==> config.mk <==
export PLATFORM = sky130hd
export DESIGN_NAME = synth_voice_allocator_core
export DESIGN_NICKNAME = d
export VERILOG_FILES = /design/src/rtl/svalloc_pkg.sv /design/src/rtl/svalloc_ram.sv /design/src/rtl/synth_voice_allocator_core.sv
export SDC_FILE = /design/constraint.sdc
export NUM_CORES = 1
export LEC_CHECK = 0
export ABC_AREA = 1
export BUFFER_PORTS_ARGS = -buffer_cell sky130_fd_sc_hd__buf_2
export CAP_MARGIN = 20
export CORE_ASPECT_RATIO = 2
export CORE_MARGIN = 1
export CORE_UTILIZATION = 60
export DETAILED_ROUTE_END_ITERATION = 10
export PLACE_DENSITY = 0.88
export SYNTH_ARGS = -nofsm -noshare
export SYNTH_HDL_FRONTEND = slang
export SYNTH_HIERARCHICAL = 1
export SYNTH_SLANG_ARGS = --single-unit
==> constraint.sdc <==
create_clock -name clk -period 9.05 [get_ports clk]
set_clock_uncertainty 0.05 [all_clocks]
set_input_delay 0 -clock clk [delete_from_list [all_inputs] [get_ports clk]]
set_output_delay 0 -clock clk [all_outputs]
set_load 0.01 [all_outputs]
==> src/rtl/svalloc_pkg.sv <==
// ----------------------------------------------------------------------------
// svalloc_pkg
// Shared types and constants for the voice allocator: voice table entry,
// request codes, control state and derived widths.
// ----------------------------------------------------------------------------
package svalloc_pkg;

	localparam int NUM_VOICES = 16;
	// voice index width, at least one bit
	localparam int VIDX_W = (NUM_VOICES > 1) ? $clog2(NUM_VOICES) : 1;
	// scan counter must also hold NUM_VOICES itself
	localparam int CNT_W = $clog2(NUM_VOICES + 1);

	localparam logic [1:0] REQ_DOWN   = 2'd0;
	localparam logic [1:0] REQ_UP     = 2'd1;
	localparam logic [1:0] REQ_STATUS = 2'd2;

	typedef struct packed {
		logic        active;
		logic        released;
		logic        in_release;
		logic [6:0]  note;
		logic [31:0] level;
	} voice_ent_t;

	localparam int ENT_W = $bits(voice_ent_t);

	typedef enum logic [1:0] {
		ST_IDLE,
		ST_SREAD,
		ST_SCAN,
		ST_FINISH
	} ctl_state_t;

endpackage

==> src/rtl/svalloc_ram.sv <==
// ----------------------------------------------------------------------------
// svalloc_ram
// Generic single-write, single-read RAM with registered read data that holds
// while no read is issued.
// ----------------------------------------------------------------------------
module svalloc_ram #(
	parameter int WIDTH = 8,
	parameter int DEPTH = 16,
	localparam int AW = (DEPTH > 1) ? $clog2(DEPTH) : 1
) (
	input  logic             clk,
	input  logic             wr_en,
	input  logic [AW-1:0]    wr_addr,
	input  logic [WIDTH-1:0] wr_data,
	input  logic             rd_en,
	input  logic [AW-1:0]    rd_addr,
	output logic [WIDTH-1:0] rd_data
);

	logic [WIDTH-1:0] mem_q [DEPTH];

	always_ff @(posedge clk) begin
		if (wr_en) begin
			mem_q[wr_addr] <= wr_data;
		end
		if (rd_en) begin
			rd_data <= mem_q[rd_addr];
		end
	end

endmodule

==> src/rtl/synth_voice_allocator_core.sv <==
// ----------------------------------------------------------------------------
// synth_voice_allocator_core
// Item flow: note down / note up scan the voice table (ST_SCAN), then the
//   result register loads (ST_FINISH); status items read their voice first
//   (ST_SREAD); unused items and status for a missing voice go to ST_FINISH.
// One item at a time: no new item is accepted until the result has loaded;
//   the scan reads one voice per cycle on the single read port of the voice
//   table, and a stalled result holds the item in ST_FINISH.
// Reset: arst_n clears control, output valid and the per-voice valid bits;
//   no clearing pass, an entry never written reads as an idle voice.
// ----------------------------------------------------------------------------
module synth_voice_allocator_core (
	input  logic        clk,
	input  logic        arst_n,
	// request channel
	input  logic        in_valid,
	output logic        in_stall,
	input  logic [1:0]  req_type,
	input  logic [6:0]  pitch,
	input  logic [3:0]  voice_sel,
	input  logic        upd_active,
	input  logic        upd_in_release,
	input  logic [31:0] upd_level,
	// result channel
	output logic        out_valid,
	input  logic        out_stall,
	output logic        granted,
	output logic        stolen,
	output logic [3:0]  voice_out,
	output logic [15:0] release_mask
);
	import svalloc_pkg::*;

	// ---------------- control state ----------------
	ctl_state_t state_q, state_nx;
	logic       in_acc;
	logic       sel_ok;        // status item aimed at an existing voice
	logic       out_load;      // result register takes this item's result

	// request held for the whole item
	logic [1:0]        req_q;
	logic [6:0]        pitch_q;
	logic [VIDX_W-1:0] sel_addr_q;
	logic              sel_ok_q;
	logic              upd_active_q;
	logic              upd_in_release_q;
	logic [31:0]       upd_level_q;

	// scan address counter and read pipeline
	logic [CNT_W-1:0]  cnt_q;
	logic              scan_more;
	logic              rd_en;
	logic [VIDX_W-1:0] rd_addr;
	logic              rd_vld_s1;  // read data arrives this cycle
	logic [VIDX_W-1:0] addr_s1;
	logic              ent_vld_s1; // entry had been written
	logic [ENT_W-1:0]  rd_data;
	voice_ent_t        cur;

	// search results
	logic              have_free_q;
	logic [VIDX_W-1:0] free_v_q;
	logic              have_rel_q;
	logic [VIDX_W-1:0] rel_v_q;
	logic [31:0]       rel_lvl_q;
	logic [15:0]       mask_q;

	// table write port
	logic              wr_en;
	logic [VIDX_W-1:0] wr_addr;
	voice_ent_t        wr_ent;

	// per-entry written marks; an unwritten entry reads as all zero
	logic [NUM_VOICES-1:0] ent_vld_q;

	// result register
	logic        out_valid_q;
	logic        granted_q;
	logic        stolen_q;
	logic [3:0]  voice_out_q;
	logic [15:0] release_mask_q;

	logic        fin_grant;
	logic        fin_steal;
	logic [VIDX_W-1:0] fin_voice;
	logic        scan_hit;     // note up matches the entry just read

	assign in_acc    = in_valid && !in_stall;
	assign sel_ok    = (int'(voice_sel) < NUM_VOICES);
	assign scan_more = (cnt_q < CNT_W'(NUM_VOICES));
	assign cur       = ent_vld_s1 ? voice_ent_t'(rd_data) : voice_ent_t'('0);

	// free voice wins; otherwise the quietest releasing voice is stolen
	assign fin_grant = have_free_q || have_rel_q;
	assign fin_steal = !have_free_q && have_rel_q;
	assign fin_voice = have_free_q ? free_v_q : rel_v_q;

	assign scan_hit = (state_q == ST_SCAN) && rd_vld_s1 && (req_q == REQ_UP)
		&& cur.active && (cur.note == pitch_q);

	// ---------------- next state ----------------
	always_comb begin
		state_nx = state_q;
		unique case (state_q)
			ST_IDLE: begin
				if (in_acc) begin
					priority if (req_type == REQ_DOWN || req_type == REQ_UP) begin
						state_nx = ST_SCAN;
					end else if (req_type == REQ_STATUS && sel_ok) begin
						state_nx = ST_SREAD;
					end else begin
						state_nx = ST_FINISH;
					end
				end
			end
			ST_SREAD: state_nx = ST_FINISH;
			ST_SCAN: begin
				// last read data consumed, nothing in flight
				if (!scan_more && !rd_vld_s1) begin
					state_nx = ST_FINISH;
				end
			end
			ST_FINISH: begin
				if (out_load) begin
					state_nx = ST_IDLE;
				end
			end
			default: state_nx = ST_IDLE;
		endcase
	end

	// ---------------- control outputs ----------------
	always_comb begin
		in_stall = (state_q != ST_IDLE);
		out_load = (state_q == ST_FINISH) && (!out_valid_q || !out_stall);
		rd_en    = 1'b0;
		rd_addr  = sel_addr_q;
		wr_en    = 1'b0;
		wr_addr  = addr_s1;
		wr_ent   = cur;
		unique case (state_q)
			ST_IDLE: ;
			ST_SREAD: begin
				rd_en = 1'b1;
			end
			ST_SCAN: begin
				rd_en   = scan_more;
				rd_addr = cnt_q[VIDX_W-1:0];
				// note up: mark the matching voice released, in place
				if (scan_hit) begin
					wr_en           = 1'b1;
					wr_ent.released = 1'b1;
				end
			end
			ST_FINISH: begin
				if (req_q == REQ_DOWN) begin
					// envelope restart on the chosen voice
					wr_en             = out_load && fin_grant;
					wr_addr           = fin_voice;
					wr_ent.active     = 1'b1;
					wr_ent.released   = 1'b0;
					wr_ent.in_release = 1'b0;
					wr_ent.note       = pitch_q;
					wr_ent.level      = '0;
				end else begin
					// status: keep note and release request, replace the rest
					wr_en             = out_load && (req_q == REQ_STATUS) && sel_ok_q;
					wr_addr           = sel_addr_q;
					wr_ent.active     = upd_active_q;
					wr_ent.in_release = upd_in_release_q;
					wr_ent.level      = upd_level_q;
				end
			end
			default: ;
		endcase
	end

	// ---------------- voice table ----------------
	svalloc_ram #(
		.WIDTH (ENT_W),
		.DEPTH (NUM_VOICES)
	) u_tab (
		.clk     (clk),
		.wr_en   (wr_en),
		.wr_addr (wr_addr),
		.wr_data (ENT_W'(wr_ent)),
		.rd_en   (rd_en),
		.rd_addr (rd_addr),
		.rd_data (rd_data)
	);

	// ---------------- control registers ----------------
	always_ff @(posedge clk or negedge arst_n) begin
		if (!arst_n) begin
			state_q     <= ST_IDLE;
			cnt_q       <= '0;
			rd_vld_s1   <= 1'b0;
			ent_vld_q   <= '0;
			out_valid_q <= 1'b0;
		end else begin
			state_q   <= state_nx;
			rd_vld_s1 <= rd_en;
			if (in_acc) begin
				cnt_q <= '0;
			end else if (state_q == ST_SCAN && scan_more) begin
				cnt_q <= cnt_q + CNT_W'(1);
			end
			if (wr_en) begin
				ent_vld_q[wr_addr] <= 1'b1;
			end
			if (out_load) begin
				out_valid_q <= 1'b1;
			end else if (!out_stall) begin
				out_valid_q <= 1'b0;
			end
		end
	end

	// ---------------- datapath registers ----------------
	always_ff @(posedge clk) begin
		if (in_acc) begin
			req_q            <= req_type;
			pitch_q          <= pitch;
			sel_addr_q       <= VIDX_W'(voice_sel);
			sel_ok_q         <= sel_ok;
			upd_active_q     <= upd_active;
			upd_in_release_q <= upd_in_release;
			upd_level_q      <= upd_level;
			have_free_q      <= 1'b0;
			have_rel_q       <= 1'b0;
			free_v_q         <= '0;
			rel_v_q          <= '0;
			rel_lvl_q        <= '0;
			mask_q           <= '0;
		end
		if (rd_en) begin
			addr_s1    <= rd_addr;
			ent_vld_s1 <= ent_vld_q[rd_addr];
		end
		// note down search: first idle voice, else quietest releasing one
		if (state_q == ST_SCAN && rd_vld_s1 && req_q == REQ_DOWN && !have_free_q) begin
			if (!cur.active) begin
				have_free_q <= 1'b1;
				free_v_q    <= addr_s1;
			end else if (cur.in_release && (!have_rel_q || cur.level < rel_lvl_q)) begin
				have_rel_q <= 1'b1;
				rel_v_q    <= addr_s1;
				rel_lvl_q  <= cur.level;
			end
		end
		// only voices 0..15 show in the mask
		if (scan_hit && int'(addr_s1) < 16) begin
			mask_q[4'(addr_s1)] <= 1'b1;
		end
		if (out_load) begin
			granted_q      <= (req_q == REQ_DOWN) && fin_grant;
			stolen_q       <= (req_q == REQ_DOWN) && fin_steal;
			voice_out_q    <= ((req_q == REQ_DOWN) && fin_grant) ? 4'(fin_voice) : 4'd0;
			release_mask_q <= (req_q == REQ_UP) ? mask_q : 16'd0;
		end
	end

	assign out_valid    = out_valid_q;
	assign granted      = granted_q;
	assign stolen       = stolen_q;
	assign voice_out    = voice_out_q;
	assign release_mask = release_mask_q;

endmodule

# Yosys cells after proc, flatten, opt, wreduce, memory -nomap -nowiden
# Memory sizes are Yosys's and may differ from the RTL's. A register that Yosys moved wholly into a read port is not among the register bits.
# Index checks and enable logic that the tools add are counted.
op_classes:
  mux: 56
  reduce_logical: 35
  n_bitwise: 2
  n_eq_ne: 12
  order_cmp: 7
  add_sub_neg: 1
op_table:
  columns: ["operator", "count"]
  rows:
  - ["$mux W32", 5]
  - ["$mux W4", 11]
  - ["$mux W42", 1]
  - ["$mux W40", 1]
  - ["$lt A32 B32 Y1", 1]
  - ["$mux W16", 2]
  - ["$or A16 B16 Y16", 2]
  - ["$mux W1", 21]
  - ["$logic_and A1 B1 Y1", 18]
  - ["$lt A4 B5 Y1 const B", 3]
  - ["$mux W2", 5]
  - ["$mux W5", 2]
  - ["$demux W1 S4", 2]
  - ["$eq A2 B2 Y1 const B", 4]
  - ["$ge A4 B1 Y1 const B", 2]
  - ["$pmux W2 S4", 1]
  - ["$eq A7 B7 Y1", 1]
  - ["$logic_not A1 Y1", 7]
  - ["$mux W7", 1]
  - ["$eq A2 B1 Y1 const B", 3]
  - ["$logic_not A2 Y1", 3]
  - ["$ne A2 B2 Y1 const B", 3]
  - ["$pmux W1 S2", 3]
  - ["$add A5 B1 Y5 const B", 1]
  - ["6 further kinds", 10]
totals:
  word_cells: 137
  mem_count: 1
  regBits: 157
  output_inout_bits: 24
  mem_bits_rw: 672
  input_bits: 51
memory_table:
  columns: ["memory", "depth", "width", "rd", "rd_ports_with_merged_regs", "write_ports", "line", "source"]
  rows:
  - ["u_tab.mem_q", 16, 42, 1, 1, 1, "svalloc_ram.sv:20", "logic [WIDTH-1:0] mem_q [DEPTH];"]

# Longest topological paths before layout
logic_depth:
  ltp_word: 9
  ltp_mapped: 20
  depth_no_buf: 17

# Cells and area by module
# Netlist, hierarchy kept.
modules_own_cells:
  columns: ["mod", "cells_per_inst", "area_each_um2", "seq_area_each_um2", "n_inst"]
  rows:
  - ["svalloc_ram", 2773, 29897.4, 21440.6, 1]
  - ["synth_voice_allocator_core", 898, 7644.8, 4008.8, 1]

# Least setup slack after synthesis
# No wires, ideal clock.
synth_timing:
  path_type: "register -> register"
  from: "register state_q[0]"
  to: "memory u_tab/mem_q[12][0] in the netlist's numbering, enable pin"
  period_less_slack_ns: 5.131
  t_required_ns: 8.558
  path_slack_ns: 3.919
  n_path_buf: 1
  arrival_ns: 4.639
  stages_incl_launch_ff: 9
  setup_ns: 0.442
  path_cell_list: "dfrtp_1 ha_1 buf_2 inv_2 a21oi_1 o311ai_0 nand2_2 nand3_1 nor2_1"
synth_via:
  word_cells_on_any_way: 15
  classes_between: "eq/ne (2); mux (6); reduce/logical (7)"
synth_lines:
  columns: ["element", "line", "source"]
  rows:
  - ["start, declared", "synth_voice_allocator_core.sv:35", "ctl_state_t state_q, state_nx;"]
  - ["start signal, assigned", "synth_voice_allocator_core.sv:201", "state_q <= state_nx;"]
  - ["$eq A2 B2 Y1 (*)", "synth_voice_allocator_core.sv:135", "out_load = (state_q == ST_FINISH) && (!out_valid_q || !out_stall);"]
  - ["$logic_and A1 B1 Y1 (*)", "synth_voice_allocator_core.sv:135", null]
  - ["via out_load", "synth_voice_allocator_core.sv:38", "logic out_load;"]
  - ["$logic_and A1 B1 Y1 (on tied branches)", "synth_voice_allocator_core.sv:167, synth_voice_allocator_core.sv:158", null]
  - ["$mux W1 (*)", "synth_voice_allocator_core.sv:156", "if (req_q == REQ_DOWN) begin"]
  - ["$pmux W1 S2 (*)", "synth_voice_allocator_core.sv:141", "unique case (state_q)"]
  - ["via wr_en", "synth_voice_allocator_core.sv:69", "logic wr_en;"]
  - ["$mux W1 (*)", "svalloc_ram.sv:23", "if (wr_en) begin"]
  - ["$mux W1 (not written as such) (*)", "svalloc_ram.sv:24", "mem_q[wr_addr] <= wr_data;"]
  - ["end, declared", "svalloc_ram.sv:20", null]
# The timed path passes the listed nets; every way through them passes the cells marked *.

# Final worst setup path
layout_timing:
  from: "register state_q[0]"
  to: "memory u_tab/mem_q[14][25] in the netlist's numbering, enable pin"
layout_via:
  word_cells_on_any_way: 15
  classes_between: "eq/ne (2); mux (6); reduce/logical (7)"
layout_lines:
  columns: ["element", "line", "source"]
  rows:
  - ["$eq A2 B2 Y1", "synth_voice_allocator_core.sv:141", null]
  - ["$mux W4", "synth_voice_allocator_core.sv:141", null]
  - ["via wr_addr[2]", "synth_voice_allocator_core.sv:70", "logic [VIDX_W-1:0] wr_addr;"]
# The timed path passes the listed nets, and every way through them passes these cells.

==> results.cfg <==
[synthesis]
synth_cells = 3607
yosysWarnings = 6
syn-cell-area_sq_um = 36800
syn_area_per_cell_sq_um = 10.2
synth_nets = 3695

[final_layout]
insertedDiodeCount = 0
area_growth_pct = 11.2
multi_input_area_sq_um = 8850
fill_cells = 3812
area.sequential_sq_um = 24900
drive_gt1_frac = 0.0787
nets = 3792
fin_cells = 4541
final_util = 0.673

[placed_design]
gp_congestion = 0.890
detailed_place_hpwl_um = 50500
placed_cells = 4347
port-buffer-count = 74

[sta]
drv_slew = 0
relSlewSlack = 0.220
period_share = 0.562
setup_viol = 0
tightest_slew_ns = 1.17
fin_crit_ns = 5.08
rsz0062_at_grt = no
hold_viol = 0
max_freq_mhz = 197
final.setup.tns_ns = 0

[detailed_routing]
wl_met2_um = 49100
top_layer = met5
routed_wl_um = 95700
wl_met1_um = 29600
drtPass1Iterations = 6
wl_met3_um = 9920
vias = 26900
drt_iter0_drc = 3980
via_per_inst = 5.93
drc = 0
wl_per_cell_um = 21.1
antenna_left = 0

[pwr]
finalPower_mw = 13.9
powerDensity_nw_per_um2 = 340
power.leakage_nw = 17.5
vdd.ir_drop.worst_uv = 311

[floorplan]
die_height_um = 352
rows = 128
chipWidth_um = 177
die-area_sq_um = 62400
start_util = 0.605
fp.coreArea_sq_um = 60900
io-pin-count = 75

[worst_setup_path]
critPathBufInv = 4
path_cells = ha_2 -> inv_2 -> nor2_4 -> buf_4 -> inv_2 -> o21ai_1 -> nand3_1 -> nor2_4 -> buf_4
crit_path_end_kind = flip-flop
cp_top_family = buffers and inverters
start_kind = flip-flop
crit_arrival_ns = 5.29
crit_fanout = 36
max_stage_delay_ns = 0.91
cp.required_ns = 9.25
slowest_stage = ha_2
critPathKind = flip-flop to flip-flop

[global_routing]
first_global_vias = 27200
antenna_found_initial = 1
grt_pass1_wl_um = 144000
grt_max_degree = 173
grtUsageTotal = 0.305
overflow = 0

[cts]
cts_tree = yes
htree_num_levels = 3
cts_buffer_depth = 3
cts_sinks = 854
cts_made_buffers = 69
cts_setup_buffers = 0
cts-root-buf = clkbuf_16
cts_resized = 0
clk-insertion-delay-late_ns = 0.63
cts_hold_buffers = 52
clkTransAtPathRegs_ns = 0.07

[worst_hold_path]
worst_hold_path_type = input port to flip-flop

[flow_run]
maxCapViolations = 0

[outcome]
status = finished clean
==> cell usage in the layout, fill, tap and decap left out, types with 25 or more instances in the layout <==
| cell type | count |
|---|---|
| nand2_1 | 1092 |
| edfxtp_1 | 771 |
| inv_1 | 626 |
| nand3_1 | 542 |
| nor2_1 | 82 |
| buf_2 | 75 |
| clkbuf_16 | 72 |
| buf_4 | 65 |
| dfxtp_1 | 58 |
| dlygate4sd3_1 | 51 |
| o21ai_0 | 43 |
| ha_1 | 36 |
| o21ai_1 | 31 |
| a21oi_1 | 27 |
| dfrtp_1 | 25 |
==> power by group <==
| part | switching [mW] | total, mW | internal [mW] | leakage [nW] |
|---|---|---|---|---|
| logic | 3.96 | 5.32 | 1.36 | 8.60 |
| registers | 0.149 | 5.48 | 5.33 | 7.82 |
| clock network | 1.39 | 3.11 | 1.72 | 1.11 |
| total | 5.50 | 13.9 | 8.42 | 17.5 |
==> state kept, by name, indices dropped and copies added, names as in the netlist, 2 cells and up <==
name / count
u_tab/mem_q: 656
u_tab/rd_data: 41
rel_lvl_q: 32
upd_level_q: 32
ent_vld_q: 16
mask_q: 16
release_mask: 16
pitch_q: 7
cnt_q: 5
addr_s1: 4
free_v_q: 4
rel_v_q: 4
sel_addr_q: 4
voice_out: 4
req_q: 2
state_q: 2
==> through the flow <==
stage | setup WS [ns] | hold slack (ns) | area (sq um)
after floorplan | 3.96 | -0.346 | 36800
after global placement | 3.95 | -0.0264 | 37900
after detailed placement | 3.76 | -0.0236 | 38000
after CTS | 3.72 | 0.0166 | 40800
after global routing | 3.81 | 0.0319 | 41000
final | 3.97 | 0.0322 | 41000
==> area by class of cell <==
class	instances	share of cell area
inverters	639	0.0591
repair buffers	197	0.0359
well taps	780	0.0238
flip-flops and latches	854	0.609
clock buffers	91	0.0462
clock inverters	37	0.0102
multi-input cells	1943	0.216
==> final timing paths <==
path                                     startpoint                            end  slack (ns)  cells after the start
max                          state_q[0]$_DFFE_PN0P_  u_tab/mem_q[14][25]$_DFFE_PP_        3.97                      9
min                                   upd_level[17]      upd_level_q[17]$_DFFE_PP_        0.03                      2
max reg2reg                  state_q[0]$_DFFE_PN0P_  u_tab/mem_q[14][25]$_DFFE_PP_        3.97                      9
min reg2reg                ent_vld_q[7]$_DFFE_PN0P_       ent_vld_q[7]$_DFFE_PN0P_        0.42                      2
max in group asynchronous                    arst_n       ent_vld_q[3]$_DFFE_PN0P_        8.40                      4
min in group asynchronous                    arst_n           cnt_q[1]$_DFFE_PN0P_        0.38                      4
==> metal layers <==
metal  GRT usage  vias up
li1            -    11900
met5           0        -
met3      0.0521      524
met2       0.533     2001
met1       0.331    12500
met4       0.216        2
Note: power is estimated with default switching activity, not from simulation.
